[src/rtl/core/cfp_pkg.sv]
`default_nettype none
package cfp_pkg;

    localparam int unsigned COUNT_WIDTH_DEF = 16;
    localparam int unsigned VALUE_WIDTH     = 32;
    localparam int unsigned FRAC_WIDTH      = 16;
    localparam int unsigned APB_ADDR_WIDTH  = 3;
    localparam int unsigned APB_DATA_WIDTH  = 32;
    localparam int unsigned OUTQ_DEPTH      = 8;
    localparam logic [FRAC_WIDTH-1:0] FUZZ_RESET = 16'd6554;

    // word index of each configuration register (paddr[2])
    localparam logic REG_FUZZ = 1'b0;

    typedef struct packed {
        logic                   vld;
        logic [VALUE_WIDTH-1:0] value;
        logic                   last;
        logic [VALUE_WIDTH-1:0] delta;
    } t_fuzz_item;

endpackage
`default_nettype wire

[src/rtl/core/cfp_regs.sv]
`default_nettype none
module cfp_regs (
    input  wire logic                                 i_clk,
    input  wire logic                                 i_rst_n,
    input  wire logic                                 psel,
    input  wire logic                                 penable,
    input  wire logic                                 pwrite,
    input  wire logic [cfp_pkg::APB_ADDR_WIDTH-1:0]   paddr,
    input  wire logic [cfp_pkg::APB_DATA_WIDTH-1:0]   pwdata,
    output logic      [cfp_pkg::APB_DATA_WIDTH-1:0]   prdata,
    output logic      [cfp_pkg::FRAC_WIDTH-1:0]       o_fuzz
);

    logic [cfp_pkg::FRAC_WIDTH-1:0] r_fuzz;
    logic                           wr_fuzz;

    assign wr_fuzz = psel && penable && pwrite && (paddr[2] == cfp_pkg::REG_FUZZ);

    always_ff @(posedge i_clk) begin
        if (!i_rst_n) begin
            r_fuzz <= cfp_pkg::FUZZ_RESET;
        end else if (wr_fuzz) begin
            r_fuzz <= pwdata[cfp_pkg::FRAC_WIDTH-1:0];
        end
    end

    always_comb begin
        prdata = '0;
        if (paddr[2] == cfp_pkg::REG_FUZZ) begin
            prdata = {{(cfp_pkg::APB_DATA_WIDTH-cfp_pkg::FRAC_WIDTH){1'b0}}, r_fuzz};
        end
    end

    assign o_fuzz = r_fuzz;

endmodule
`default_nettype wire

[config.mk]
export PLATFORM = sky130hd
export DESIGN_NAME = cfp_regs
export DESIGN_NICKNAME = d
export VERILOG_FILES = /design/src/rtl/core/cfp_pkg.sv /design/src/rtl/core/cfp_regs.sv
export SDC_FILE = /design/constraint.sdc
export NUM_CORES = 1
export LEC_CHECK = 0
export ABC_AREA = 1
export BUFFER_PORTS_ARGS = -buffer_cell sky130_fd_sc_hd__buf_2
export CAP_MARGIN = 15
export CORE_ASPECT_RATIO = 1.5
export CORE_MARGIN = 4
export CORE_UTILIZATION = 39
export DETAILED_ROUTE_END_ITERATION = 10
export PLACE_DENSITY = 0.84
export SYNTH_ARGS = -nofsm -noshare
export SYNTH_HDL_FRONTEND = slang
export SYNTH_SLANG_ARGS = --single-unit
export TNS_END_PERCENT = 5
[constraint.sdc]
create_clock -name i_clk -period 1.4 [get_ports i_clk]
set_input_delay 0.28 -clock i_clk [delete_from_list [all_inputs] [get_ports i_clk]]
set_output_delay 0.28 -clock i_clk [all_outputs]
set_load 0.1 [all_outputs]
==> results by group <==
Timing
  • Final hold vios: 0
  • Final setup viols: 0
  • Max Freq: 0.738 GHz
  • Hold Slack: 210 ps
  • Crit path time final: 1360 ps
  • Pins over their slew limit: 0
  • RSZ-0062 raised after global routing: no
  • Worst Clk Skew: 0 ps
  • Final worst path period share: 0.969

Layout
  • Area Overhead vs Synth: 69.7%
  • Layout cells sized above 1: 0.520
  • Commonest non-fill, non-tap cells in the layout: buf_2, nand2_1, inv_1
  • Antenna Cells: 0
  • Largest register FFs: 16
  • Commonest non-fill, non-tap cell in the layout: buf_2
  • Nets: 238

CTS
  • CTS H-tree lvls: 1
  • Num CTS Buffers: 3
  • CTS tree: done
  • Post-CTS Hold Buffers: 0
  • CTS root buf: clkbuf_4
  • Clock buffer depth: 2
  • Clock sink total: 16
  • Clk slew on worst S/H paths: 90 ps
  • Worst skew pair latency: 280 ps

Power and ir drop
  • Comb power frac: 0.504
  • VDD IR max: 0.604 mV
  • Power density cells: 875 nW/um^2
  • Seq pwr share: 0.329
  • Clock power share: 0.167
  • Leak: 0.000846 uW
  • Int Power: 701 uW
  • Total power: 1410 uW
  • Switching share of power: 0.504
  • Sw power: 712 uW

Yosys
  • Synthesis Warnings: 0
  • Area leader, netlist: dfxtp_1
  • XOR/XNOR Fraction of Synth Area: 0
  • Netlist Area Pre-Place: 951 sq um
  • Synth area leaders: dfxtp_1, buf_4, nor2_1, inv_1, nand2_1
  • Distinct cell type count after synthesis: 16
  • Fraction of the mapped netlist area in simple logic gates: 0.379
  • Largest family of logic cells by synthesized area: simple AND/OR/NAND/NOR gates
  • Synth Area in Compound Gates: 0
  • Post-synth top area share: 0.337
  • Synth Area in Adders: 0
  • Synth Register Bits: 16
  • Mapped Avg Cell Area: 6.60 sq um
  • Register area share after synthesis: 0.337
  • Mux contribution to synthesized area: 0
  • Syn Inst Count: 144

Setup path
  • Crit path max fanout: 3
  • Cells along the critical path: buf_2
  • WS Path Type: flop to primary output
  • CP delay by family, top: buffers and inverters
  • Setup crit end kind: primary output
  • Slowest stage delay, CP: 420 ps
  • Critical path arrival: 1080 ps
  • Buffers and inverters on the worst path: 1
  • Critical Path RT: 1120 ps
  • Worst setup SP type: flop
  • Slowest CP cell: buf_2

Floorplan
  • Initial Util: 0.416
  • Die height: 68.5 um
  • Die width: 48.3 um
  • Ports: 88
  • Placeable Area: 2290 sq um
  • # rows: 21
  • Total Die Area: 3310 sq um

Global routing
  • GRT Total Usage: 0.156
  • First-pass GRT wire length: 4.04 mm
  • Remaining Overflow, GRT: 0
  • Pin count of the biggest net entering global routing: 19
  • Initial antenna violation count: 0
  • Number of global-route vias before repair: 884

Detailed routing
  • Number of remaining DRC errors: 0
  • DR pass1 iterations: 4
  • Routed length per placed instance: 11.6 um
  • Detailed Route WL: 2.53 mm
  • Antenna viol nets, final: 0
  • Vias per cell: 4.43
  • DR vias: 971
  • DRT iter0 DRCs: 15

Min path
  • Hold WC Path Type: input port to flop

Place
  • Count of input and output buffers: 53
  • Post-DP HPWL: 2.11 mm
  • RD Place Congestion: 0.700

Run status
  • Status: complete, no violations

Run
  • Max_cap viols: 0
layout make-up:
class | instances | area (sq um)
Clock buffer | 3 | 22.5
Fill cell | 183 | 672
Inverter | 28 | 106
Multi-Input combinational cell | 94 | 541
Sequential cell | 16 | 380
Tap cell | 23 | 28.8
Timing Repair Buffer | 55 | 536
tightest hold or removal path, cell delays in order:
cell,delay (ps)
buf_2,80
nand2_1,40
nand3_1,60
layer usage:
layer | wire length, um | up-vias | GRT usage
met5 | 0 | - | 0
met2 | 1390 | 53 | 0.284
met3 | 220 | 4 | 0.0240
li1 | - | 500 | -
met4 | 45 | 0 | 0.0727
met1 | 872 | 414 | 0.176
logic make-up after synthesis:
| logic type | count (synthesis) |
|---|---|
| buffers and inverters | 49 |
| AND/OR/NAND/NOR | 78 |
| other | 1 |
| flip-flops | 16 |
path summary, 6_finish.rpt:
path,startpoint,to,slack (ps),cells after the start
max reg2reg,o_fuzz[11]$_SDFFE_PN1P_,o_fuzz[11]$_SDFFE_PN1P_,790,2
min,pwdata[1],o_fuzz[1]$_SDFFE_PN1P_,210,3
max,o_fuzz[10]$_SDFFE_PN0P_,o_fuzz[10],40,1
min reg2reg,o_fuzz[7]$_SDFFE_PN1P_,o_fuzz[7]$_SDFFE_PN1P_,480,2
through the flow:
stage	cells	setup TNS (ps)	area (sq um)	worst slack, ps	util
after global routing	219	0	1610	2.75	0.706
final	219	0	1610	44.1	0.706
after detailed placement	216	0	1590	143	0.695
after global placement	216	0	1590	191	0.695
after CTS	219	0	1610	28.7	0.705
after floorplan	159	-306	1190	-25.5	-
power by group through the flow:
| stage | registers [uW] | logic [uW] | clock network (uW) |
|---|---|---|---|
| 6_report | 465 | 711 | 236 |
| 5_1_grt | 469 | 733 | 271 |
| 2_1_floorplan | 592 | 480 | 0 |
| 4_1_cts | 465 | 713 | 240 |
| 3_5_place_dp | 476 | 712 | 0 |
| 3_3_place_gp | 474 | 706 | 0 |
cell usage after synthesis:
cell type,instances
clkbuf_1,1
dfxtp_1,16
buf_4,16
clkinv_2,1
nor2_1,31
conb_1,1
nand3_1,16
buf_8,1
nor2_8,2
nand2_1,25
nor2_2,3
inv_1,26
inv_2,1
nand2_4,1
buf_6,1
buf_2,2
repair_timing:
| item | CTS | global route |
|---|---|---|
| gates resized for setup | 0 | 1 |
| buffers inserted | 0 | 0 |
| endpoints found under the setup margin | 0 | 1 |
Power figures use the tool's default switching activity.
