<file path="config.mk">
export PLATFORM = sky130hd
export DESIGN_NAME = cfp_outq
export DESIGN_NICKNAME = d
export VERILOG_FILES = /design/src/rtl/core/cfp_pkg.sv /design/src/rtl/core/cfp_outq.sv
export SDC_FILE = /design/constraint.sdc
export NUM_CORES = 2
export LEC_CHECK = 0
export BUFFER_PORTS_ARGS = -buffer_cell sky130_fd_sc_hd__buf_2
export CORE_ASPECT_RATIO = 0.5
export CORE_MARGIN = 1.5
export CORE_UTILIZATION = 45
export CTS_BUF_LIST = sky130_fd_sc_hd__clkbuf_16
export CTS_CLUSTER_DIAMETER = 50
export DETAILED_ROUTE_END_ITERATION = 6
export PLACE_DENSITY_LB_ADDON = 0.25
export SLEW_MARGIN = 20
export SYNTH_ARGS = -nofsm -noshare
export SYNTH_HDL_FRONTEND = slang
export SYNTH_SLANG_ARGS = --single-unit
</file>
<file path="constraint.sdc">
create_clock -name i_clk -period 39.4 [get_ports i_clk]
set_input_delay 7.88 -clock i_clk [delete_from_list [all_inputs] [get_ports i_clk]]
set_output_delay 7.88 -clock i_clk [all_outputs]
set_load 0.01 [all_outputs]
</file>
<file path="src/rtl/core/cfp_pkg.sv">
`default_nettype none
package cfp_pkg;

    localparam int unsigned COUNT_WIDTH_DEF = 16;
    localparam int unsigned VALUE_WIDTH     = 32;
    localparam int unsigned FRAC_WIDTH      = 16;
    localparam int unsigned APB_ADDR_WIDTH  = 3;
    localparam int unsigned APB_DATA_WIDTH  = 32;
    localparam int unsigned OUTQ_DEPTH      = 8;
    localparam logic [FRAC_WIDTH-1:0] FUZZ_RESET = 16'd6554;

    // word index of each configuration register (paddr[2])
    localparam logic REG_FUZZ = 1'b0;

    typedef struct packed {
        logic                   vld;
        logic [VALUE_WIDTH-1:0] value;
        logic                   last;
        logic [VALUE_WIDTH-1:0] delta;
    } t_fuzz_item;

endpackage
`default_nettype wire

</file>
<file path="src/rtl/core/cfp_outq.sv">
`default_nettype none
// Result queue taking up to two entries a cycle, one out a cycle.
module cfp_outq #(
    parameter int unsigned WIDTH = 180,
    parameter int unsigned DEPTH = cfp_pkg::OUTQ_DEPTH,
    parameter int unsigned CNTW  = $clog2(DEPTH + 1)
) (
    input  wire logic              i_clk,
    input  wire logic              i_rst_n,
    input  wire logic              i_push_a,
    input  wire logic [WIDTH-1:0]  i_data_a,
    input  wire logic              i_push_b,
    input  wire logic [WIDTH-1:0]  i_data_b,
    input  wire logic              i_pop,
    output logic                   o_vld,
    output logic [WIDTH-1:0]       o_head,
    output logic [CNTW-1:0]        o_count
);

    localparam int unsigned AW = $clog2(DEPTH);

    logic [WIDTH-1:0] r_mem [DEPTH];
    logic [AW-1:0]    r_wptr, n_wptr;
    logic [AW-1:0]    r_rptr, n_rptr;
    logic [CNTW-1:0]  r_count, n_count;
    logic             pop;

    assign pop = i_pop && (r_count != '0);

    always_comb begin
        n_wptr  = r_wptr + AW'(i_push_a) + AW'(i_push_b);
        n_rptr  = r_rptr + AW'(pop);
        n_count = r_count + CNTW'(i_push_a) + CNTW'(i_push_b) - CNTW'(pop);
    end

    always_ff @(posedge i_clk) begin
        if (!i_rst_n) begin
            r_wptr  <= '0;
            r_rptr  <= '0;
            r_count <= '0;
        end else begin
            r_wptr  <= n_wptr;
            r_rptr  <= n_rptr;
            r_count <= n_count;
        end
    end

    always_ff @(posedge i_clk) begin
        if (i_push_a) begin
            r_mem[r_wptr] <= i_data_a;
        end
        if (i_push_b) begin
            r_mem[r_wptr + AW'(1)] <= i_data_b;
        end
    end

    assign o_vld   = (r_count != '0);
    assign o_head  = r_mem[r_rptr];
    assign o_count = r_count;

endmodule
`default_nettype wire

</file>
==> key figures <==
Status
  – Status: complete, no violations

STA
  – Fmax: 81.8 MHz
  – RSZ-0062 raised after global routing: false
  – Final worst slack: 27.17 ns
  – Min Tclk post-route: 12.23 ns
  – Final Cycle Share: 31.0%
  – Setup TNS: 0 ns
  – Fin. Hold Viols: 0
  – Least-Margin Pin Slew: 1.19 ns
  – Clock Skews: 0.0323 ns
  – Slew Limit Fails: 0
  – # setup viols final: 0
  – Normalized max-slew margin: 20.5%

Placement
  – Input/output buffers: 549
  – GP Congestion: 0.766
  – Placed inst area: 0.0765 mm^2
  – Dpl ws: 27.06 ns
  – HPWL Detailed: 104 mm

Worst setup path
  – CP Data Arrival Time: 4.35 ns
  – Required time worst endpoint: 31.52 ns
  – Worst setup EP type: output port
  – Critical path's slowest cell: dfxtp_4
  – CP peak stage delay: 0.84 ns
  – Setup CP Type: reg2out
  – CP Launch Type: flip-flop
  – Cell chain of the critical path: buf_4 -> buf_4 -> mux4_2 -> mux2_2 -> buf_2
  – Crit path top cell by count: buf_4
  – Worst Path Max Fanout: 40

Drt
  – Via Count: 38900
  – Wire length on met2: 102 mm
  – Via/cell ratio: 5.97
  – DRT Pass-1 Iters: 7
  – DRT iter0 DRCs: 2950
  – Final WL: 195 mm
  – Routed len/inst: 29.9 um
  – Number of remaining DRC errors: 0
  – Top routing layer in use: met5
  – Met1 wire length: 79.2 mm
  – Wire length on met3: 7.81 mm
  – Final antenna-violating net count: 0

Yosys
  – Synth cell types: 34
  – Post-synth EDFFs: 1440
  – Main flop type after synthesis: edfxtp_1
  – Mean area per synthesized cell: 19.1 um^2
  – Flops & latches, synth: 1450
  – Post-synthesis sequential area ratio: 60.7%
  – Syn Nets: 4130
  – Syn Inst Count: 3754
  – Area of the mapped netlist: 0.0716 mm^2
  – Ys async rst share: 0%
  – Synth warn: 0

Die
  – Die W: 567 um
  – Die Y: 285 um
  – Initial Util: 45.4%
  – Core ar.: 0.158 mm^2
  – Die ar.: 0.162 mm^2
  – Ports: 550
  – Row count: 103

Clock tree
  – Clk buf depth: 4
  – CTS H-tree lvls: 4
  – Hold-fix buffers, CTS: 0
  – Clk sinks: 1450
  – Post-CTS setup buffers: 0
  – CTS root buf: clkbuf_16
  – Reg clk slew, reported paths: 0.06 ns
  – CTS tree: yes
  – Skew-Pair Late Insertion Delay: 0.77 ns
  – Total CTS buffers: 150
  – Cts repair resizes: 0

Cells and area
  – Fin area: 0.0812 mm^2
  – Most frequent cells in the layout: mux2_2, edfxtp_1, buf_2
  – Fraction of layout cells with a size suffix above 1: 63.4%
  – Fillcell total: 12800
  – Synthesis-to-finish area growth: 13.4%
  – Leading cell type in the layout, fill and taps excluded: mux2_2
  – Final nets: 4642

Pwr
  – Max VDD drop: 0.0353 mV
  – Pint: 3.15 mW
  – Comb pwr share: 23.6%
  – P_sw: 1.21 mW
  – Sw frac: 27.8%
  – Clock share of power: 31.9%
  – Seq pwr share: 44.5%
  – Leakage: 26.5 nW
  – PwrDens: 53.6 mW/mm^2

Hold path
  – Hold/Removal Path Class: reg2reg

GRT
  – GRT Util Overall: 23.7%
  – Vias in the first global route: 41500
  – Initial antenna violation count: 81
  – First-pass GRT wire length: 282 mm
  – Largest net degree at the start of global routing: 143
  – Overflow left after global routing: 0

Job
  – Max-cap viol count: 0
==> registers in the layout, summed over array words and instances (netlist names) <==
register	cells
r_wptr	3
o_count	4
r_mem	1440
r_rptr	3
==> layout make-up <==
type                            instances  area, um^2  area share [%]
Timing Repair Buffer                  617        3390            4.18
Inverter                                9        33.8          0.0416
Clock inverter                        107         793           0.977
Multi-Input combinational cell       2038       27000            33.2
Sequential cell                      1450       43500            53.5
Tap cell                             2100        2630            3.24
Clock buffer                          153        3830            4.71
Antenna cell                           39        97.6           0.120
==> logic make-up after synthesis <==
group / count (synthesis) / share of synthesized area, %
muxes: 1981 / 36.8
DFF: 1450 / 60.7
buffers and inverters: 266 / 1.85
and+or+nand+nor: 31 / 0.238
adders and majority gates: 11 / 0.224
AOI/OAI and AO/OA: 10 / 0.0926
xor gates and xnor gates: 5 / 0.0979
==> worst paths after layout <==
| kind | cells after the start | to | slack (ns) | from |
|---|---|---|---|---|
| max | 5 | o_head[53] | 27.17 | r_rptr[1] |
| max reg2reg | 7 | r_mem[1][44] | 34.18 | r_wptr[1] |
| min reg2reg | 2 | o_count[0] | 0.70 | o_count[0] |
| min | 2 | o_count[0] | 0.70 | o_count[0] |
==> power by group through the flow <==
stage	combinational, mW	clock (mW)	sequential (mW)
final	1.03	1.39	1.94
after global routing	1.09	1.47	1.95
after CTS	1.04	1.41	1.94
after floorplan	0.665	0	2.01
after global placement	1.03	0	1.96
after detailed placement	1.04	0	1.97
==> cell usage after synthesis (3+ instances only) <==
library cell,n,area share (%)
and2_1,9,0.079
buf_1,29,0.15
buf_2,140,0.98
buf_4,41,0.43
clkbuf_1,47,0.25
dfxtp_1,10,0.28
edfxtp_1,1440,60
fa_1,3,0.084
ha_1,8,0.14
inv_1,9,0.047
mux2_1,45,0.71
mux2_2,1575,25
mux4_2,360,11
nand2_1,7,0.037
nand2b_1,3,0.026
o22ai_1,3,0.026
xor2_1,3,0.037
==> layer usage <==
| layer | vias up | track usage (%) |
|---|---|---|
| met4 | 20 | 7.22 |
| met3 | 363 | 2.93 |
| li1 | 16600 | - |
| met5 | - | 0 |
| met2 | 1043 | 42.2 |
| met1 | 20900 | 30.3 |
==> worst max-delay path, delay by kind of cell (launching register included) <==
family | cells | cell delay (ns)
buf+inv | 3 | 1.73
flops | 1 | 0.84
mux | 2 | 0.92
==> through the flow <==
step / instances / power (mW) / hold WS, ns / utilization [%]
2_1_floorplan: 3754 / 2.68 / 0.552 / -
3_3_place_gp: 6214 / 2.99 / 0.635 / 48.4
3_5_place_dp: 6214 / 3.01 / 0.674 / 48.4
4_1_cts: 6474 / 4.40 / 0.701 / 51.4
5_1_grt: 6507 / 4.51 / 0.724 / 51.4
6_report: 6513 / 4.36 / 0.703 / 51.4
Note: power is estimated with default switching activity, not from simulation.
