[src/rtl/core/cfp_pkg.sv]
`default_nettype none
package cfp_pkg;

    localparam int unsigned COUNT_WIDTH_DEF = 16;
    localparam int unsigned VALUE_WIDTH     = 32;
    localparam int unsigned FRAC_WIDTH      = 16;
    localparam int unsigned APB_ADDR_WIDTH  = 3;
    localparam int unsigned APB_DATA_WIDTH  = 32;
    localparam int unsigned OUTQ_DEPTH      = 8;
    localparam logic [FRAC_WIDTH-1:0] FUZZ_RESET = 16'd6554;

    // word index of each configuration register (paddr[2])
    localparam logic REG_FUZZ = 1'b0;

    typedef struct packed {
        logic                   vld;
        logic [VALUE_WIDTH-1:0] value;
        logic                   last;
        logic [VALUE_WIDTH-1:0] delta;
    } t_fuzz_item;

endpackage
`default_nettype wire

[src/rtl/core/cfp_track.sv]
`default_nettype none
// Cluster merge and peak tracking; emits up to two results per value.
module cfp_track #(
    parameter int unsigned COUNT_WIDTH = cfp_pkg::COUNT_WIDTH_DEF,
    parameter int unsigned RES_WIDTH   = 132 + 3 * COUNT_WIDTH
) (
    input  wire logic                  i_clk,
    input  wire logic                  i_rst_n,
    input  cfp_pkg::t_fuzz_item        i_item,
    output logic                       o_a_vld,
    output logic [RES_WIDTH-1:0]       o_a_data,
    output logic                       o_b_vld,
    output logic [RES_WIDTH-1:0]       o_b_data
);

    localparam int unsigned VW = cfp_pkg::VALUE_WIDTH;
    localparam logic [COUNT_WIDTH-1:0] CMAX = {COUNT_WIDTH{1'b1}};

    typedef struct packed {
        logic [COUNT_WIDTH-1:0] count;
        logic [COUNT_WIDTH-1:0] ties;
        logic [VW-1:0]          low;
        logic [VW:0]            high;
    } t_peak;

    function automatic t_peak peak_fold(input t_peak best, input logic [COUNT_WIDTH-1:0] cnt,
                                        input logic [VW-1:0] lo, input logic [VW:0] hi);
        t_peak r;
        r = best;
        if (cnt == best.count) begin
            if (best.ties != CMAX) begin
                r.ties = best.ties + 1'b1;
            end
        end else if (cnt > best.count) begin
            r.count = cnt;
            r.ties  = COUNT_WIDTH'(1);
            r.low   = lo;
            r.high  = hi;
        end
        return r;
    endfunction

    logic [VW-1:0]          r_prev, n_prev;
    logic [VW-1:0]          r_low, n_low;
    logic [VW:0]            r_high, n_high;
    logic [COUNT_WIDTH-1:0] r_count, n_count;
    logic                   r_open, n_open;
    t_peak                  r_best, n_best;
    logic                   r_fault, n_fault;

    logic                   fault, merge, emit1, emit2;
    logic [VW-1:0]          lo;
    logic [VW:0]            hi;
    t_peak                  peak1, peak2;
    logic [VW-1:0]          c_low;
    logic [VW:0]            c_high;
    logic [COUNT_WIDTH-1:0] c_count;
    t_peak                  c_best;
    logic [RES_WIDTH-1:0]   res1, res2;

    assign fault = r_open && (i_item.value < r_prev);
    assign lo    = i_item.value - i_item.delta;
    assign hi    = {1'b0, i_item.value} + {1'b0, i_item.delta};
    assign merge = r_open && (r_high >= {1'b0, lo});
    assign peak1 = peak_fold(r_best, r_count, r_low, r_high);

    always_comb begin
        n_prev  = r_prev;
        n_low   = r_low;
        n_high  = r_high;
        n_count = r_count;
        n_open  = r_open;
        n_best  = r_best;
        n_fault = r_fault;
        emit1   = 1'b0;
        emit2   = 1'b0;
        if (i_item.vld) begin
            if (fault) begin
                n_fault = 1'b1;
            end else begin
                n_prev = i_item.value;
                if (merge) begin
                    n_high = hi;
                    if (r_count != CMAX) begin
                        n_count = r_count + 1'b1;
                    end
                end else begin
                    emit1 = r_open;
                    if (r_open) begin
                        n_best = peak1;
                    end
                    n_low   = lo;
                    n_high  = hi;
                    n_count = COUNT_WIDTH'(1);
                    n_open  = 1'b1;
                end
            end
        end
        c_low   = n_low;
        c_high  = n_high;
        c_count = n_count;
        c_best  = n_best;
        peak2   = peak_fold(c_best, c_count, c_low, c_high);
        if (i_item.vld && i_item.last) begin
            emit2   = 1'b1;
            n_prev  = '0;
            n_low   = '0;
            n_high  = '0;
            n_count = '0;
            n_open  = 1'b0;
            n_best  = '0;
            n_fault = 1'b0;
        end
    end

    // closed cluster: sticky flag cannot have been raised by this value
    assign res1 = {r_low, r_high, r_count, peak1.count, peak1.ties, peak1.low, peak1.high,
                   r_fault, 1'b0};
    assign res2 = {c_low, c_high, c_count, peak2.count, peak2.ties, peak2.low, peak2.high,
                   r_fault | fault, 1'b1};

    assign o_a_vld  = emit1 | emit2;
    assign o_a_data = emit1 ? res1 : res2;
    assign o_b_vld  = emit1 & emit2;
    assign o_b_data = res2;

    always_ff @(posedge i_clk) begin
        if (!i_rst_n) begin
            r_prev  <= '0;
            r_low   <= '0;
            r_high  <= '0;
            r_count <= '0;
            r_open  <= 1'b0;
            r_best  <= '0;
            r_fault <= 1'b0;
        end else begin
            r_prev  <= n_prev;
            r_low   <= n_low;
            r_high  <= n_high;
            r_count <= n_count;
            r_open  <= n_open;
            r_best  <= n_best;
            r_fault <= n_fault;
        end
    end

endmodule
`default_nettype wire

[config.mk]
export PLATFORM = sky130hd
export DESIGN_NAME = cfp_track
export DESIGN_NICKNAME = d
export VERILOG_FILES = /design/src/rtl/core/cfp_pkg.sv /design/src/rtl/core/cfp_track.sv
export SDC_FILE = /design/constraint.sdc
export NUM_CORES = 1
export LEC_CHECK = 0
export BUFFER_PORTS_ARGS = -buffer_cell sky130_fd_sc_hd__buf_2
export CORE_MARGIN = 8
export CORE_UTILIZATION = 46
export CTS_CLUSTER_DIAMETER = 40
export DETAILED_ROUTE_END_ITERATION = 10
export PLACE_DENSITY_LB_ADDON = 0.1
export SKIP_CTS_REPAIR_TIMING = 1
export SLEW_MARGIN = 20
export SYNTH_ARGS = -nofsm -noshare
export SYNTH_HDL_FRONTEND = slang
export SYNTH_SLANG_ARGS = --single-unit
[constraint.sdc]
create_clock -name i_clk -period 21.4 [get_ports i_clk]
set_input_delay 1.07 -clock i_clk [delete_from_list [all_inputs] [get_ports i_clk]]
set_output_delay 1.07 -clock i_clk [all_outputs]
set_load 0.02 [all_outputs]
==> impl_metrics.py, run 1 <==
metrics = {
    "run_status": {
        "outcome": "finished, final reports clean",
    },
    "critical_path": {
        "r2r_start": "r_prev[2]",
        "rr_worst_depth": 12,
        "arrival_ns": 12.39,
        "crit_path_start_kind": "primary input",
        "path_max_fanout": 104,
        "crit_top_cell": "nor2_1",
        "critPathSlowestCell": "nand2_1",
        "crit_type": "primary input to output pin",
        "setup.worst_path.start": "i_item[9]",
        "cp.required_ns": 20.33,
        "cp-end-kind": "output pin",
        "worstReg2RegEnd": "r_best[23]",
        "r2r_slack_ns": 16.80,
        "crit_path_max_incr_delay_ns": 0.80,
    },
    "timing": {
        "period_minus_slack_ns": 13.46,
        "max_freq_mhz": 74.31,
        "period_share_pct": 62.88,
        "setup_violations": 0,
        "finalMaxSlewViolations": 0,
        "rsz0062_at_grt": "false",
        "layout_setup_ws_ns": 7.943,
        "slew_headroom_pct": 23.61,
        "hold_slack_ns": 0.4534,
        "setup-tns-final_ns": 0,
        "tightest_slew_ns": 1.143,
        "skew_ns": 0.02498,
        "hold_violations": 0,
    },
    "clocking": {
        "numCtsBuffers": 45,
        "clk_pin_slew_ns": 0.05,
        "htree_num_levels": 2,
        "clkLatencyLatePin_ns": 0.57,
        "cts_tree": "done",
        "numClockSinks": 212,
        "clk_path_buf_depth": 3,
        "cts-root-buf": "clkbuf_16",
    },
    "yosys": {
        "ys_ff_latch": 212,
        "synth_top_area_share_pct": 22.86,
        "synth_edf_count": 0,
        "synthDistinctLibCells": 104,
        "syn_avg_cell_area_um2": 7.206,
        "synthCells": 2577,
        "synth_area_leaders": "dfxtp_1 23%, ha_1 11%, mux2i_1 9.9%",
        "synth-main-ff-cell": "dfxtp_1",
        "synth.cell_area_um2": 18570,
        "synth_fp_nets": 2808,
        "ys_warn_count": 0,
        "async_reset_ff_share_pct": 0,
        "synth_seq_area_share_pct": 22.86,
        "yosys.area.top_type": "dfxtp_1",
    },
    "hold_path": {
        "holdPathStages": 2,
        "holdCritStartpoint": "r_prev[5]",
        "min_to": "r_prev[5]",
        "worstHoldPathType": "flip-flop to flip-flop",
    },
    "pwr": {
        "leakagePower_nw": 11.51,
        "power_w": 0.001773,
        "power.density_nw_per_um2": 79.00,
        "vdd_drop_max_v": 0.00005931,
    },
    "route": {
        "num_vias": 20392,
        "first_pass_iters": 7,
        "via_per_inst": 5.868,
        "drc": 0,
        "drt-initial-drc-count": 1734,
        "wl_per_cell_um": 21.56,
        "drtAntennaViolNets": 0,
        "wirelength_um": 74930,
    },
    "layout": {
        "drive_above_1_share_pct": 19.97,
        "layout_commonest_cell": "buf_2",
        "area_growth_pct": 20.87,
        "fill_cells": 4017,
        "fin_nets": 3147,
        "diodes": 0,
        "final_cell_mix": "428 x buf_2, 345 x nor2_1, 288 x nand2_1",
    },
    "floorplanning": {
        "initial_core_util_pct": 46.63,
        "dieArea_um2": 47050,
        "dieWidth_um": 216.9,
        "core_um2": 39820,
        "pin_count": 430,
        "die_h_um": 216.9,
        "rows": 73,
    },
    "global_routing": {
        "grt_pass1_wl_um": 113200,
        "overflow": 0,
        "track_usage_pct": 30.04,
        "grt_pass1_vias": 19271,
        "antenna_found_initial": 0,
        "grt_max_degree": 105,
    },
    "place": {
        "dp_hpwl_um": 57180,
        "dp_slack_ns": 8.111,
        "gp_congestion": 0.9472,
        "port_buffers": 428,
    },
    "flow_run": {
        "maxCapViolations": 0,
    },
}
-- report_power, final --
| part | total (W) | internal, W | switching (W) |
|---|---|---|---|
| combinational | 0.000651 | 0.000200 | 0.000451 |
| sequential | 0.000429 | 0.000410 | 0.0000193 |
| clock | 0.000693 | 0.000441 | 0.000252 |
| total | 0.00177 | 0.00105 | 0.000722 |
-- metrics by stage --
| stage | util (%) | area, µm² | cells |
|---|---|---|---|
| global route | 56.36 | 22450 | 3475 |
| floorplan | - | 18570 | 2577 |
| CTS | 56.36 | 22450 | 3475 |
| global placement | 52.61 | 20950 | 3394 |
| detailed placement | 52.61 | 20950 | 3394 |
| finish | 56.36 | 22450 | 3475 |
-- cell usage after synthesis, drive strengths merged (31+ instances only) --
cell type	count
a21o	44
a21oi	262
and2	33
buf	55
clkbuf	104
dfxtp	212
ha	161
inv	207
mux2i	185
nand2	291
nand3	42
nor2	346
nor3	31
o21a	33
o21ai	159
o22ai	41
xnor2	43
-- metal layers --
layer	routed length (µm)	part of all wire (%)	vias up	GRT usage [%]
met5	0	0	-	0
met4	3044	4.1	0	12.85
met3	5079	6.8	171	5.104
met2	35030	47	820	49.57
met1	31780	42	9739	38.33
li1	-	-	9662	-
-- worst max-delay path: cells and delay by family --
kind | cells | cell delay, ns
compound gates | 16 | 5.51
fa+ha+maj | 3 | 1.12
buf+inv | 6 | 1.51
simple gates | 12 | 3.06
-- how the worst max path moves through the flow --
stage | end | cells after the start | slack [ns]
5_1_grt | o_a_data[66] | 39 | 7.11
6_report | o_a_data[65] | 37 | 7.94
2_1_floorplan | o_a_data[11] | 34 | 10.99
3_5_place_dp | o_a_data[63] | 37 | 8.11
4_1_cts | o_a_data[66] | 37 | 8.07
3_3_place_gp | o_a_data[66] | 37 | 8.43
-- flip-flops by register name, indices dropped and copies added, names as in the netlist --
name / flops
r_open: 1
r_best: 97
r_low: 32
r_count: 16
r_fault: 1
r_prev: 32
r_high: 33
-- kinds of logic after synthesis --
kind of cell / share of synthesized area (%)
mux: 10.63
simple gates: 21.35
buf+inv: 7.755
flops: 22.86
fa+ha+maj: 11.06
xor+xnor: 2.500
other cells: 0.02019
compound gates: 23.83
-- area by class of cell --
| type | instances | area, µm² | area share (%) |
|---|---|---|---|
| clock inverter | 30 | 305.3 | 1.360 |
| clock buffer | 51 | 1190 | 5.301 |
| timing repair buffer | 451 | 2315 | 10.31 |
| sequential | 212 | 4244 | 18.91 |
| multi-input combinational | 1999 | 12950 | 57.71 |
| tap | 525 | 656.9 | 2.927 |
| inverter | 207 | 782.0 | 3.484 |
No activity file was read; power rests on OpenSTA's default activity.
==> inputs of run 2 (changes only) <==
==> constraint.sdc (replaced) <==
create_clock -name i_clk -period 14.1 [get_ports i_clk]
set_input_delay 0.705 -clock i_clk [delete_from_list [all_inputs] [get_ports i_clk]]
set_output_delay 0.705 -clock i_clk [all_outputs]
set_load 0.02 [all_outputs]
==> run 2 against run 1 <==
Non-clock buffer count decreased by 1. Register-to-register slack lost 7.6 ns. Via count about the same. First-iteration DRC count shrank 0.46%. Final area rose by 0.14%. Critical path type unchanged. Largest power group unchanged.
==> impl_metrics.py, run 2 (synthesis results as in run 1) <==
metrics = {
    "run_status": {
        "outcome": "finished, final reports clean",
    },
    "floorplanning": {
        "die_h_um": 216.9,
        "pin_count": 430,
        "rows": 73,
        "initial_core_util_pct": 46.63,
        "dieWidth_um": 216.9,
        "dieArea_um2": 47050,
        "core_um2": 39820,
    },
    "layout": {
        "multiInputGateArea_um2": 12950,
        "fin_nets": 3144,
        "layout_commonest_cell": "buf_2",
        "diodes": 0,
        "top_register": "r_best",
        "reg_top3": "r_best: 97 flops, r_high: 33 flops",
        "drive_above_1_share_pct": 19.83,
        "finalInstanceArea_um2": 22480,
        "fill_cells": 3886,
        "final_cell_mix": "428 x buf_2, 345 x nor2_1, 287 x nand2_1",
        "area_growth_pct": 21.05,
        "final-seq-area_um2": 4244,
        "largest_reg_flops": 97,
    },
    "timing": {
        "finalMaxSlewViolations": 0,
        "period_minus_slack_ns": 12.17,
        "setup_violations": 0,
        "layout_setup_ws_ns": 1.928,
        "tightest_slew_ns": 1.188,
        "setup-tns-final_ns": 0,
        "skew_ns": 0.02131,
        "slew_headroom_pct": 20.53,
        "period_share_pct": 86.32,
        "max_freq_mhz": 82.16,
        "rsz0062_at_grt": "false",
        "hold_violations": 0,
        "hold_slack_ns": 0.4241,
    },
    "global_routing": {
        "track_usage_pct": 30.60,
        "antenna_found_initial": 1,
        "grt_pass1_wl_um": 115600,
        "grt_pass1_vias": 19749,
        "overflow": 0,
        "grt_max_degree": 96,
    },
    "route": {
        "via_per_inst": 5.882,
        "first_pass_iters": 5,
        "drtAntennaViolNets": 0,
        "wl_per_cell_um": 21.94,
        "drc": 0,
        "drt-initial-drc-count": 1726,
        "wirelength_um": 76150,
        "num_vias": 20409,
    },
    "critical_path": {
        "arrival_ns": 11.47,
        "crit_path_start_kind": "primary input",
        "rr_worst_depth": 12,
        "crit_path_max_incr_delay_ns": 0.81,
        "path_max_fanout": 95,
        "critPathSlowestCell": "a2111oi_0",
        "crit_type": "primary input to output pin",
        "cp.required_ns": 13.40,
        "cp-end-kind": "output pin",
    },
    "place": {
        "port_buffers": 428,
        "dp_slack_ns": 1.799,
        "gp_congestion": 0.9477,
        "place_area_um2": 20960,
        "dp_hpwl_um": 58190,
    },
    "hold_path": {
        "holdPathStages": 3,
        "worstHoldPathType": "primary input to flip-flop",
    },
    "clocking": {
        "numCtsBuffers": 43,
        "htree_num_levels": 2,
        "cts-root-buf": "clkbuf_16",
        "clkLatencyLatePin_ns": 0.57,
        "numClockSinks": 212,
        "cts_tree": "done",
        "clk_path_buf_depth": 3,
        "clk_pin_slew_ns": 0.05,
    },
    "pwr": {
        "leakagePower_nw": 11.53,
        "vdd_drop_max_v": 0.00009693,
        "power.density_nw_per_um2": 120.9,
        "power_w": 0.002718,
    },
    "flow_run": {
        "maxCapViolations": 0,
    },
}
-- run 2: cell types whose count changed in the layout (fill, tap and decap cells not counted), sizes merged --
cell	previous run	this run
bufinv	3	5
inv	215	208
clkinvlp	7	4
clkbuf	51	60
clkinv	12	7
buf	451	450
-- run 2: path summary, 6_finish.rpt --
kind                                 start           end  slack, ns
worst min register to register   r_prev[0]     r_prev[0]       0.45
worst max register to register  r_high[15]    r_best[23]       9.18
worst max-delay path            i_item[42]  o_a_data[32]       1.93
worst min-delay path            i_item[42]     r_prev[9]       0.42
-- run 2: power by group --
part	switching, W	internal, W
clock network	0.000352	0.000721
registers	0.0000290	0.000623
logic	0.000688	0.000305
total	0.00107	0.00165
-- run 2: layout make-up --
class | instances | share of cell area [%]
clock buffers | 60 | 5.700
well taps | 525 | 2.922
multi-input cells | 1999 | 57.63
inverters | 207 | 3.479
flip-flops and latches | 212 | 18.88
repair buffers | 450 | 10.32
clock inverters | 17 | 1.063
-- run 2: metrics by stage --
stage	cells	util [%]
after floorplan	2577	-
after global placement	3393	52.62
after detailed placement	3393	52.62
after CTS	3470	56.44
after global routing	3470	56.44
final	3470	56.44
-- run 2: worst max-delay path: cells and delay by family --
family | cells | cell delay (ns)
fa+ha+maj | 3 | 1.05
simple gates | 11 | 2.89
compound gates | 16 | 5.35
buf+inv | 5 | 1.38
-- run 2: layer usage --
metal  vias to the layer above  track usage [%]  share of wire, %
met5                         -                0                 0
met2                       854            50.92                46
li1                       9628                -                 -
met3                       164            5.229               7.4
met1                      9763            38.63                42
met4                         0            13.28               4.1
