[src/rtl/core/cfp_pkg.sv]
`default_nettype none
package cfp_pkg;

    localparam int unsigned COUNT_WIDTH_DEF = 16;
    localparam int unsigned VALUE_WIDTH     = 32;
    localparam int unsigned FRAC_WIDTH      = 16;
    localparam int unsigned APB_ADDR_WIDTH  = 3;
    localparam int unsigned APB_DATA_WIDTH  = 32;
    localparam int unsigned OUTQ_DEPTH      = 8;
    localparam logic [FRAC_WIDTH-1:0] FUZZ_RESET = 16'd6554;

    // word index of each configuration register (paddr[2])
    localparam logic REG_FUZZ = 1'b0;

    typedef struct packed {
        logic                   vld;
        logic [VALUE_WIDTH-1:0] value;
        logic                   last;
        logic [VALUE_WIDTH-1:0] delta;
    } t_fuzz_item;

endpackage
`default_nettype wire

[src/rtl/core/cfp_fuzz.sv]
`default_nettype none
// Input register, then the half-width multiply into a second register.
module cfp_fuzz (
    input  wire logic                              i_clk,
    input  wire logic                              i_rst_n,
    input  wire logic                              i_accept,
    input  wire logic [cfp_pkg::VALUE_WIDTH-1:0]   i_value,
    input  wire logic                              i_last,
    input  wire logic [cfp_pkg::FRAC_WIDTH-1:0]    i_fuzz,
    output cfp_pkg::t_fuzz_item                    o_item,
    output logic      [1:0]                        o_occ
);

    localparam int unsigned PW = cfp_pkg::VALUE_WIDTH + cfp_pkg::FRAC_WIDTH;

    logic                            r_a_vld;
    logic [cfp_pkg::VALUE_WIDTH-1:0] r_a_value;
    logic                            r_a_last;
    cfp_pkg::t_fuzz_item             r_b;
    logic [PW-1:0]                   prod;

    // product is exact; drop the 16 fraction bits
    assign prod = {{cfp_pkg::FRAC_WIDTH{1'b0}}, r_a_value}
                * {{cfp_pkg::VALUE_WIDTH{1'b0}}, i_fuzz};

    always_ff @(posedge i_clk) begin
        if (!i_rst_n) begin
            r_a_vld <= 1'b0;
            r_b.vld <= 1'b0;
        end else begin
            r_a_vld <= i_accept;
            r_b.vld <= r_a_vld;
        end
        if (i_accept) begin
            r_a_value <= i_value;
            r_a_last  <= i_last;
        end
        r_b.value <= r_a_value;
        r_b.last  <= r_a_last;
        r_b.delta <= prod[PW-1:cfp_pkg::FRAC_WIDTH];
    end

    assign o_item = r_b;
    assign o_occ  = {1'b0, r_a_vld} + {1'b0, r_b.vld};

endmodule
`default_nettype wire

[config.mk]
export PLATFORM = sky130hd
export DESIGN_NAME = cfp_fuzz
export DESIGN_NICKNAME = d
export VERILOG_FILES = /design/src/rtl/core/cfp_pkg.sv /design/src/rtl/core/cfp_fuzz.sv
export SDC_FILE = /design/constraint.sdc
export NUM_CORES = 1
export LEC_CHECK = 0
export BUFFER_PORTS_ARGS = -buffer_cell sky130_fd_sc_hd__clkbuf_2
export CAP_MARGIN = 20
export CORE_MARGIN = 4
export CORE_UTILIZATION = 53
export CTS_CLUSTER_SIZE = 25
export DETAILED_ROUTE_END_ITERATION = 6
export PLACE_DENSITY_LB_ADDON = 0.2
export SETUP_SLACK_MARGIN = 0.05
export SYNTH_ARGS = -nofsm -noshare
export SYNTH_HDL_FRONTEND = slang
export SYNTH_SLANG_ARGS = --single-unit
[constraint.sdc]
create_clock -name i_clk -period 8.1 [get_ports i_clk]
set_input_delay 1.215 -clock i_clk [delete_from_list [all_inputs] [get_ports i_clk]]
set_output_delay 1.215 -clock i_clk [all_outputs]
set_load 0.05 [all_outputs]
==> results.json, run 1 <==
{
  "endpoint_kind": "register",
  "multi_input_area_mm2": 0.0138,
  "synthArstFlopShare_pct": 0,
  "yosysTopAreaCell": "fa_1",
  "worstPathMaxFanout": 27,
  "fillers": 2979,
  "cts_max_level": 3,
  "first_pass_iters": 7,
  "cts-root-buf": "clkbuf_16",
  "synth.top_cell.area_share_pct": 46.3,
  "final_nets": 2542,
  "drt-total-wl_um": 46500,
  "vias": 12800,
  "hold_viol": 0,
  "post_cts_buffers": 0,
  "synthTopCellsByArea": "fa_1 46%, inv_1 8.9%, ha_1 8.2%",
  "overflow": 0,
  "tns_ns": 0,
  "cts_num_sinks": 100,
  "status": "finished, violations left",
  "drt_first_iter_violations": 719,
  "fin_skew_ns": 0.0154,
  "reg2regPathDepth": 20,
  "ctsResizeCount": 0,
  "min-delay-start": "r_a_last$_DFFE_PP_",
  "synth_warnings": 0,
  "synth-seq-cells": 100,
  "grt_pass1_vias": 14300,
  "whs_path_depth": 0,
  "clock_latency_ns": 0.39,
  "seqCellArea_mm2": 0.00233,
  "grt_pass1_wl_um": 76100,
  "maxCapViolCount": 0,
  "synth_edf_count": 33,
  "chipHeight_um": 192,
  "viasPerCell": 5.32,
  "drt-wirelength-per-cell_um": 19.3,
  "synth_flop_cell": "dfxtp_1",
  "place.gp.congestion": 0.927,
  "grt_use_total_pct": 26.7,
  "antenna_left": 0,
  "die-area_mm2": 0.0370,
  "finalSetupViolations": 0,
  "finalCritPeriodShare_pct": 90.1,
  "hpwl_um": 36200,
  "violations": "DRC",
  "slew-limit-headroom_pct": 28.4,
  "rsz0062_at_grt": "false",
  "synth_seq_area_share_pct": 12.9,
  "worstReg2RegStart": "r_a_value[13]$_DFFE_PP_",
  "cp-start-kind": "input pin",
  "cts_buffers": 9,
  "syn_area_mm2": 0.0180,
  "clockBufferDepth": 2,
  "timing.reg2reg.setup_slack_ns": 1.30,
  "antenna_found_initial": 0,
  "hold_buffers": 0,
  "min_period_ns": 7.30,
  "postSynthAreaPerCell_um2": 9.55,
  "drc": 20,
  "n_antenna_cell": 0,
  "clk_pin_slew_ns": 0.08,
  "drive_gt1_share_pct": 8.62,
  "clock.fmax_mhz": 137,
  "rows": 67,
  "synthCells": 1888,
  "tightest_slew_ns": 1.07,
  "critical_path_required_ns": 8.43,
  "syn_to_final_growth_pct": 7.25,
  "slew_viol_final": 0,
  "criticalPathCategory": "input pin to register",
  "core_area_mm2": 0.0335,
  "die_w_um": 192,
  "io_pins": 120,
  "numPortBuffers": 119,
  "grt_max_degree": 35,
  "arrival_ns": 7.63,
  "start_util_pct": 53.7,
  "hold_path.class": "register to register",
  "yosys.cell_types.count": 47,
  "syn-num-nets": 2475,
  "cts_tree": "built",
  "startpoint": "i_fuzz[1]"
}
placed cells by master (no fill, tap or decap), types with 3 or more instances in the layout:
cell / Yosys / final
a21o_1: 20 / 20
a21oi_1: 39 / 39
a221o_1: 4 / 4
a221oi_1: 3 / 3
a31oi_1: 6 / 6
and2_1: 213 / 213
and3_1: 6 / 6
buf_4: 0 / 22
clkbuf_16: 0 / 9
clkbuf_2: 0 / 119
dfxtp_1: 67 / 67
edfxtp_1: 33 / 33
fa_1: 417 / 417
ha_1: 118 / 118
inv_1: 425 / 425
nand2_1: 326 / 326
nand3_1: 11 / 11
nand4_1: 7 / 7
nor2_1: 13 / 13
nor3_1: 5 / 5
o211ai_1: 3 / 3
o21a_1: 3 / 3
o21ai_0: 23 / 23
o21bai_1: 4 / 4
xnor2_1: 22 / 22
xor2_1: 10 / 10
path summary, 6_finish.rpt:
| path | to |
|---|---|
| min reg2reg | o_item[32]$_DFF_P_ |
| max | o_item[24]$_DFF_P_ |
| min | o_item[32]$_DFF_P_ |
| max reg2reg | o_item[24]$_DFF_P_ |
final cells by class:
class	instances	share of cell area (%)
timing repair buffer	141	3.94
sequential	100	12.1
clock buffer	9	1.17
tap	448	2.90
inverter	425	8.25
multi-input combinational	1278	71.2
clock inverter	7	0.531
cells in the mapped netlist (4+ instances only):
master and count:
a21o_1 20, xor2_1 10, o21ai_0 23, and3_1 6, ha_1 118, a221o_1 4
edfxtp_1 33, nand3_1 11, o21bai_1 4, clkbuf_1 82, dfxtp_1 67, fa_1 417
a31oi_1 6, nor3_1 5, inv_1 425, xnor2_1 22, nand2_1 326, and2_1 213
nor2_1 13, a21oi_1 39, nand4_1 7
registers in the layout, indices dropped and copies added (netlist names):
register   count
o_item        66
r_a_value     32
r_a_last       1
r_a_vld        1
critical path, cell delays in order:
cell	delay, ns
clkbuf_2	0.58
nand2_1	0.20
fa_1	0.55
fa_1	0.51
fa_1	0.52
inv_1	0.06
fa_1	0.48
fa_1	0.49
inv_1	0.05
fa_1	0.48
inv_1	0.04
ha_1	0.37
a211oi_1	0.25
o211ai_1	0.15
a221oi_1	0.31
o211ai_1	0.15
buf_4	0.19
a41oi_2	0.33
nand2_1	0.21
a2111oi_2	0.33
a311o_1	0.15
cell families after synthesis:
kind of cell | share of synthesized area (%)
buffers and inverters | 10.7
DFF | 12.9
AOI/OAI and AO/OA | 4.59
adders and majority gates | 54.5
and+or+nand+nor | 15.7
xor gates and xnor gates | 1.56
layer usage:
| metal | wire (um) | global-route usage, % | vias to the layer above |
|---|---|---|---|
| li1 | - | - | 5674 |
| met1 | 18600 | 34.9 | 6642 |
| met2 | 23900 | 46.3 | 429 |
| met3 | 2840 | 4.58 | 73 |
| met4 | 1150 | 7.43 | 0 |
| met5 | 0 | 0 | - |
metrics by stage:
stage,worst slack (ns),util [%],cells,area (um2),hold WS (ns)
2_1_floorplan,1.23,-,1888,18000,0.323
3_3_place_gp,0.583,56.7,2392,19000,0.324
3_5_place_dp,0.430,56.7,2392,19000,0.346
4_1_cts,0.816,57.6,2408,19300,0.385
5_1_grt,0.445,57.6,2408,19300,0.390
6_report,0.802,57.6,2408,19300,0.385
Power of run 1 is left out: the tool's default activity adds up to more than one toggle a clock period on the data nets, which glitch-free logic cannot reach.
==> run 2: changes to the inputs <==
clock period = 6.6 ns   (was 8.1 ns; I/O delays follow)
==> run 2 against run 1 <==
- the flow now finishes without violations
- critical path depth stayed put
- global-route usage grew 0.31 points
- sequential share of layout area down 1.1 points
- clock skew is 0.0034 ns higher
- die area unchanged
- first-iteration DRC count is 8.3% lower
- largest cell class unchanged
==> results.json, run 2 (same netlist as run 1, synthesis figures left out) <==
{
  "core_area_mm2": 0.0335,
  "whs_path_depth": 0,
  "crit_path_max_incr_delay_ns": 0.63,
  "grt_max_degree": 35,
  "finalSetupViolations": 0,
  "crit_chain": "clkbuf_2 -> buf_12 -> buf_4 -> and2_4 -> fa_2 -> fa_2 -> fa_2 -> fa_2 -> fa_1 -> inv_1 -> fa_1 -> inv_1 -> ha_2 -> a21o_1 -> a21o_1 -> a21o_1 -> a221o_1 -> a221oi_4 -> a21boi_4 -> a2111oi_4 -> nor3_1",
  "vias": 13500,
  "cp-start-kind": "input pin",
  "reg2regPathDepth": 21,
  "critical_path_required_ns": 6.87,
  "slew_viol_final": 0,
  "n_antenna_cell": 0,
  "numPortBuffers": 119,
  "clock.fmax_mhz": 156,
  "grt_use_total_pct": 27.0,
  "cts_tree": "built",
  "first_pass_iters": 5,
  "clk_pin_slew_ns": 0.08,
  "hold_buffers": 0,
  "endpoint_kind": "register",
  "tightest_slew_ns": 1.07,
  "chipHeight_um": 192,
  "drive_gt1_share_pct": 17.6,
  "cts_num_sinks": 100,
  "grt_pass1_wl_um": 77100,
  "fillers": 2802,
  "io_pins": 120,
  "overflow": 0,
  "worstPathMaxFanout": 6,
  "place.gp.congestion": 0.946,
  "antenna_found_initial": 0,
  "drt-total-wl_um": 47900,
  "clock_latency_ns": 0.40,
  "finalCritPeriodShare_pct": 97.3,
  "clockBufferDepth": 2,
  "antenna_left": 0,
  "fin_skew_ns": 0.0188,
  "slowest_stage": "fa_2",
  "maxCapViolCount": 0,
  "timing.reg2reg.setup_slack_ns": 0.29,
  "hold_path.class": "register to register",
  "min_to": "o_item[32]$_DFF_P_",
  "status": "finished clean",
  "cts_max_level": 3,
  "worstReg2RegStart": "r_a_value[8]$_DFFE_PP_",
  "cts_buffers": 9,
  "syn_to_final_growth_pct": 17.9,
  "drt-wirelength-per-cell_um": 18.4,
  "grt_pass1_vias": 15000,
  "cpMostUsedCell": "fa_2",
  "die-area_mm2": 0.0370,
  "min_period_ns": 6.42,
  "arrival_ns": 6.70,
  "hold_viol": 0,
  "final_nets": 2731,
  "critPathBufInv": 5,
  "drt_first_iter_violations": 659,
  "final_cell_mix": "425 x inv_1, 411 x fa_1, 325 x nand2_1, 212 x and2_1, 187 x buf_4",
  "r2r_end": "o_item[31]$_DFF_P_",
  "rows": 67,
  "path_delay_family": "adder cells",
  "viasPerCell": 5.21,
  "cts-root-buf": "clkbuf_16",
  "drc": 0,
  "slew-limit-headroom_pct": 28.6,
  "largest_reg_flops": 66,
  "mostFrequentLayoutCell": "inv_1",
  "rsz0062_at_grt": "true",
  "hpwl_um": 40100,
  "die_w_um": 192,
  "final_util_pct": 63.4,
  "criticalPathCategory": "input pin to register",
  "min-delay-start": "r_a_last$_DFFE_PP_",
  "start_util_pct": 53.7
}
-- run 2: cell types whose count changed in the layout (fill, tap and decap cells not counted), moves of 4 or more --
cell / delta
buf_12: +19
fa_2: +6
fa_1: -6
buf_6: +8
a21oi_1: -4
buf_4: +165
clkbuf_2: -9
-- run 2: worst reg2reg max path, stage by stage, from the launching register on --
cell and delay [ns]:
edfxtp_1 0.66, buf_4 0.29, and2_1 0.18, fa_1 0.53, fa_1 0.43, fa_1 0.53
fa_2 0.46, fa_1 0.50, inv_1 0.05, fa_1 0.47, inv_1 0.04, ha_1 0.29
a41oi_2 0.19, o21ai_1 0.11, buf_4 0.18, a21oi_4 0.17, o21ai_0 0.11, buf_4 0.16
a221oi_4 0.27, a21boi_4 0.14, a2111oi_4 0.38, nor3_1 0.07
-- run 2: per-layer routing --
layer	track usage [%]	wire [um]
met1	32.6	17900
met2	47.0	25200
met3	4.05	2180
met4	14.2	2550
met5	0	0
-- run 2: how the worst max path moves through the flow --
stage                     from  depth (start not counted)                 end  slack (ns)
global placement     i_fuzz[6]                         24  o_item[31]$_DFF_P_       -0.24
floorplan            i_fuzz[5]                         23  o_item[31]$_DFF_P_        0.06
detailed placement   i_fuzz[6]                         24  o_item[31]$_DFF_P_       -0.35
global route         i_fuzz[9]                         22  o_item[31]$_DFF_P_       0.002
finish              i_fuzz[15]                         21  o_item[31]$_DFF_P_        0.18
CTS                  i_fuzz[5]                         24  o_item[31]$_DFF_P_        0.07
-- run 2: repair_timing --
action | CTS | global route
pin swaps | 0 | 16
cloned | 0 | 3
gates resized for setup | 1 | 65
endpoints found under the setup margin | 1 | 18
setup buffers | 0 | 15
-- run 2: area by class of cell --
| type | count | area (um2) | area share, % |
|---|---|---|---|
| clock buffers | 9 | 225 | 1.06 |
| repair buffers | 330 | 2540 | 11.9 |
| clock inverters | 7 | 93.8 | 0.442 |
| well taps | 448 | 561 | 2.64 |
| inverters | 425 | 1600 | 7.51 |
| flip-flops and latches | 100 | 2330 | 11.0 |
| multi-input cells | 1278 | 13900 | 65.4 |
-- run 2: through the flow --
step / hold WS (ns) / instance area (um2) / std cells / setup WS (ns) / TNS [ns]
floorplan: 0.323 / 18000 / 1888 / 0.0597 / 0
global placement: 0.325 / 20500 / 2563 / -0.244 / -2.47
detailed placement: 0.344 / 20500 / 2563 / -0.354 / -3.98
CTS: 0.362 / 20800 / 2579 / 0.0747 / 0
global route: 0.363 / 21200 / 2597 / 0.00209 / 0
finish: 0.360 / 21200 / 2597 / 0.177 / 0
Power of run 2 is left out for the same reason.
==> run 3: changes to the inputs <==
--- a/config.mk
+++ b/config.mk
@@ -9,4 +9,6 @@
 export CAP_MARGIN = 20
+export CELL_PAD_IN_SITES_DETAIL_PLACEMENT = 0
+export CELL_PAD_IN_SITES_GLOBAL_PLACEMENT = 1
 export CORE_MARGIN = 4
-export CORE_UTILIZATION = 53
+export CORE_UTILIZATION = 45
 export CTS_CLUSTER_SIZE = 25
--- a/constraint.sdc
+++ b/constraint.sdc
@@ -3,2 +3,2 @@
 set_output_delay 0.99 -clock i_clk [all_outputs]
-set_load 0.05 [all_outputs]
+set_load 0.005 [all_outputs]
==> run 3 against run 2 <==
- worst setup slack got worse by 0.0031 ns
- global-route usage is 2.9 points lower
- critical path depth up 3
- non-clock buffer count fell by 7
- die area grew 17%
- via count fell by 1.3%
- fmax barely moved
- critical endpoint is now o_item[24]$_DFF_P_
- largest cell class unchanged
==> results.json, run 3 (same netlist as run 1, synthesis figures left out) <==
{
  "drt_first_iter_violations": 612,
  "seqCellArea_mm2": 0.00233,
  "syn_to_final_growth_pct": 18.3,
  "status": "finished clean",
  "min_period_ns": 6.43,
  "overflow": 0,
  "numPortBuffers": 119,
  "hold_buffers": 0,
  "final-instance-count-excl-fill": 2667,
  "arrival_ns": 6.71,
  "clk_pin_slew_ns": 0.07,
  "multi_input_area_mm2": 0.0140,
  "start_util_pct": 45.5,
  "cts_num_sinks": 100,
  "maxCapViolCount": 0,
  "finalCritPeriodShare_pct": 97.4,
  "final_cell_mix": "425 x inv_1, 410 x fa_1, 322 x nand2_1, 213 x and2_1, 182 x buf_4",
  "rows": 73,
  "cp-start-kind": "input pin",
  "clock.fmax_mhz": 156,
  "criticalPathCategory": "input pin to register",
  "worstPathMaxFanout": 14,
  "io_pins": 120,
  "die-area_mm2": 0.0433,
  "drive_gt1_share_pct": 17.6,
  "n_antenna_cell": 0,
  "tightest_slew_ns": 1.08,
  "die_w_um": 208,
  "hold_viol": 0,
  "finalSetupViolations": 0,
  "cts_tree": "built",
  "min-delay-start": "r_a_last$_DFFE_PP_",
  "grt_pass1_vias": 15000,
  "core_area_mm2": 0.0396,
  "drt-total-wl_um": 50500,
  "clockBufferDepth": 2,
  "grt_use_total_pct": 24.2,
  "viasPerCell": 5.01,
  "grt_pass1_wl_um": 81200,
  "drt-wirelength-per-cell_um": 18.9,
  "largest_reg_flops": 66,
  "cts-root-buf": "clkbuf_16",
  "endpoint_kind": "register",
  "fillers": 3717,
  "cts_max_level": 3,
  "rsz0062_at_grt": "true",
  "slew-limit-headroom_pct": 27.9,
  "fin_skew_ns": 0.0121,
  "place.gp.congestion": 0.873,
  "whs_ns": 0.351,
  "grt_max_degree": 35,
  "dp_cells": 2643,
  "critical_path_required_ns": 6.88,
  "vias": 13300,
  "antenna_found_initial": 0,
  "hpwl_um": 42600,
  "first_pass_iters": 5,
  "drc": 0,
  "chipHeight_um": 208,
  "startpoint": "i_fuzz[4]",
  "slew_viol_final": 0,
  "hold_path.class": "register to register",
  "cts_buffers": 9,
  "mostFrequentLayoutCell": "inv_1",
  "clock_latency_ns": 0.40,
  "final_nets": 2724,
  "antenna_left": 0,
  "worstReg2RegStart": "r_a_value[17]$_DFFE_PP_"
}
==> run 3: changes by cell type in the layout (fill, tap and decap cells not counted), moves of 3 or more <==
| cell | delta |
|---|---|
| buf_12 | +3 |
| clkinv_8 | -3 |
| nand2_1 | -3 |
| buf_4 | -5 |
| nand2_2 | +3 |
==> run 3: final cells by class <==
class | instances | area share, %
clock inverters | 6 | 0.305
inverters | 425 | 7.49
clock buffers | 10 | 1.12
multi-input cells | 1278 | 65.5
repair buffers | 323 | 11.6
well taps | 525 | 3.08
flip-flops and latches | 100 | 10.9
==> run 3: critical path, cell delays in order <==
cell	delay, ns
buf_4	0.16
buf_12	0.16
and2_1	0.15
fa_1	0.55
inv_1	0.05
fa_1	0.41
fa_1	0.56
inv_1	0.06
fa_1	0.48
fa_1	0.49
inv_1	0.05
fa_1	0.47
inv_1	0.06
ha_4	0.28
buf_6	0.11
nand2_2	0.08
nor4_4	0.31
nand3_1	0.11
o211ai_1	0.22
buf_4	0.20
a41oi_4	0.17
nand2_2	0.16
a2111oi_4	0.08
a311o_1	0.33
==> run 3: repair_timing <==
action                                  in CTS  in global routing
setup buffers                                0                  7
resized for setup                            9                 54
endpoints found under the setup margin       4                 18
gates cloned                                 0                  1
pin swaps                                    1                 23
==> run 3: worst paths after layout <==
kind	slack [ns]	cells past startpoint	endpoint
max	0.17	24	o_item[24]$_DFF_P_
min	0.35	0	o_item[32]$_DFF_P_
max reg2reg	0.27	19	o_item[31]$_DFF_P_
min reg2reg	0.35	0	o_item[32]$_DFF_P_
==> run 3: metal layers <==
layer  global-route usage, %  part of all wire, %  vias to the layer above  wire (um)
met4                    9.99                  4.1                        0       2070
met1                    28.8                   38                     6892      19300
met3                    3.51                  4.1                       97       2060
met2                    43.8                   54                      308      27100
li1                        -                    -                     6052          -
met5                       0                    0                        -          0
==> run 3: stage by stage <==
step                instance area [um2]  util (%)  setup WS (ns)  TNS, ns
floorplan                         18000         -         0.0597        0
global placement                  20700      52.1         -0.389    -4.01
detailed placement                20700      52.1         -0.471    -5.67
CTS                               21000      53.0         0.0654        0
global route                      21300      53.8         0.0312        0
finish                            21300      53.8          0.174        0
Power of run 3 is left out for the same reason.
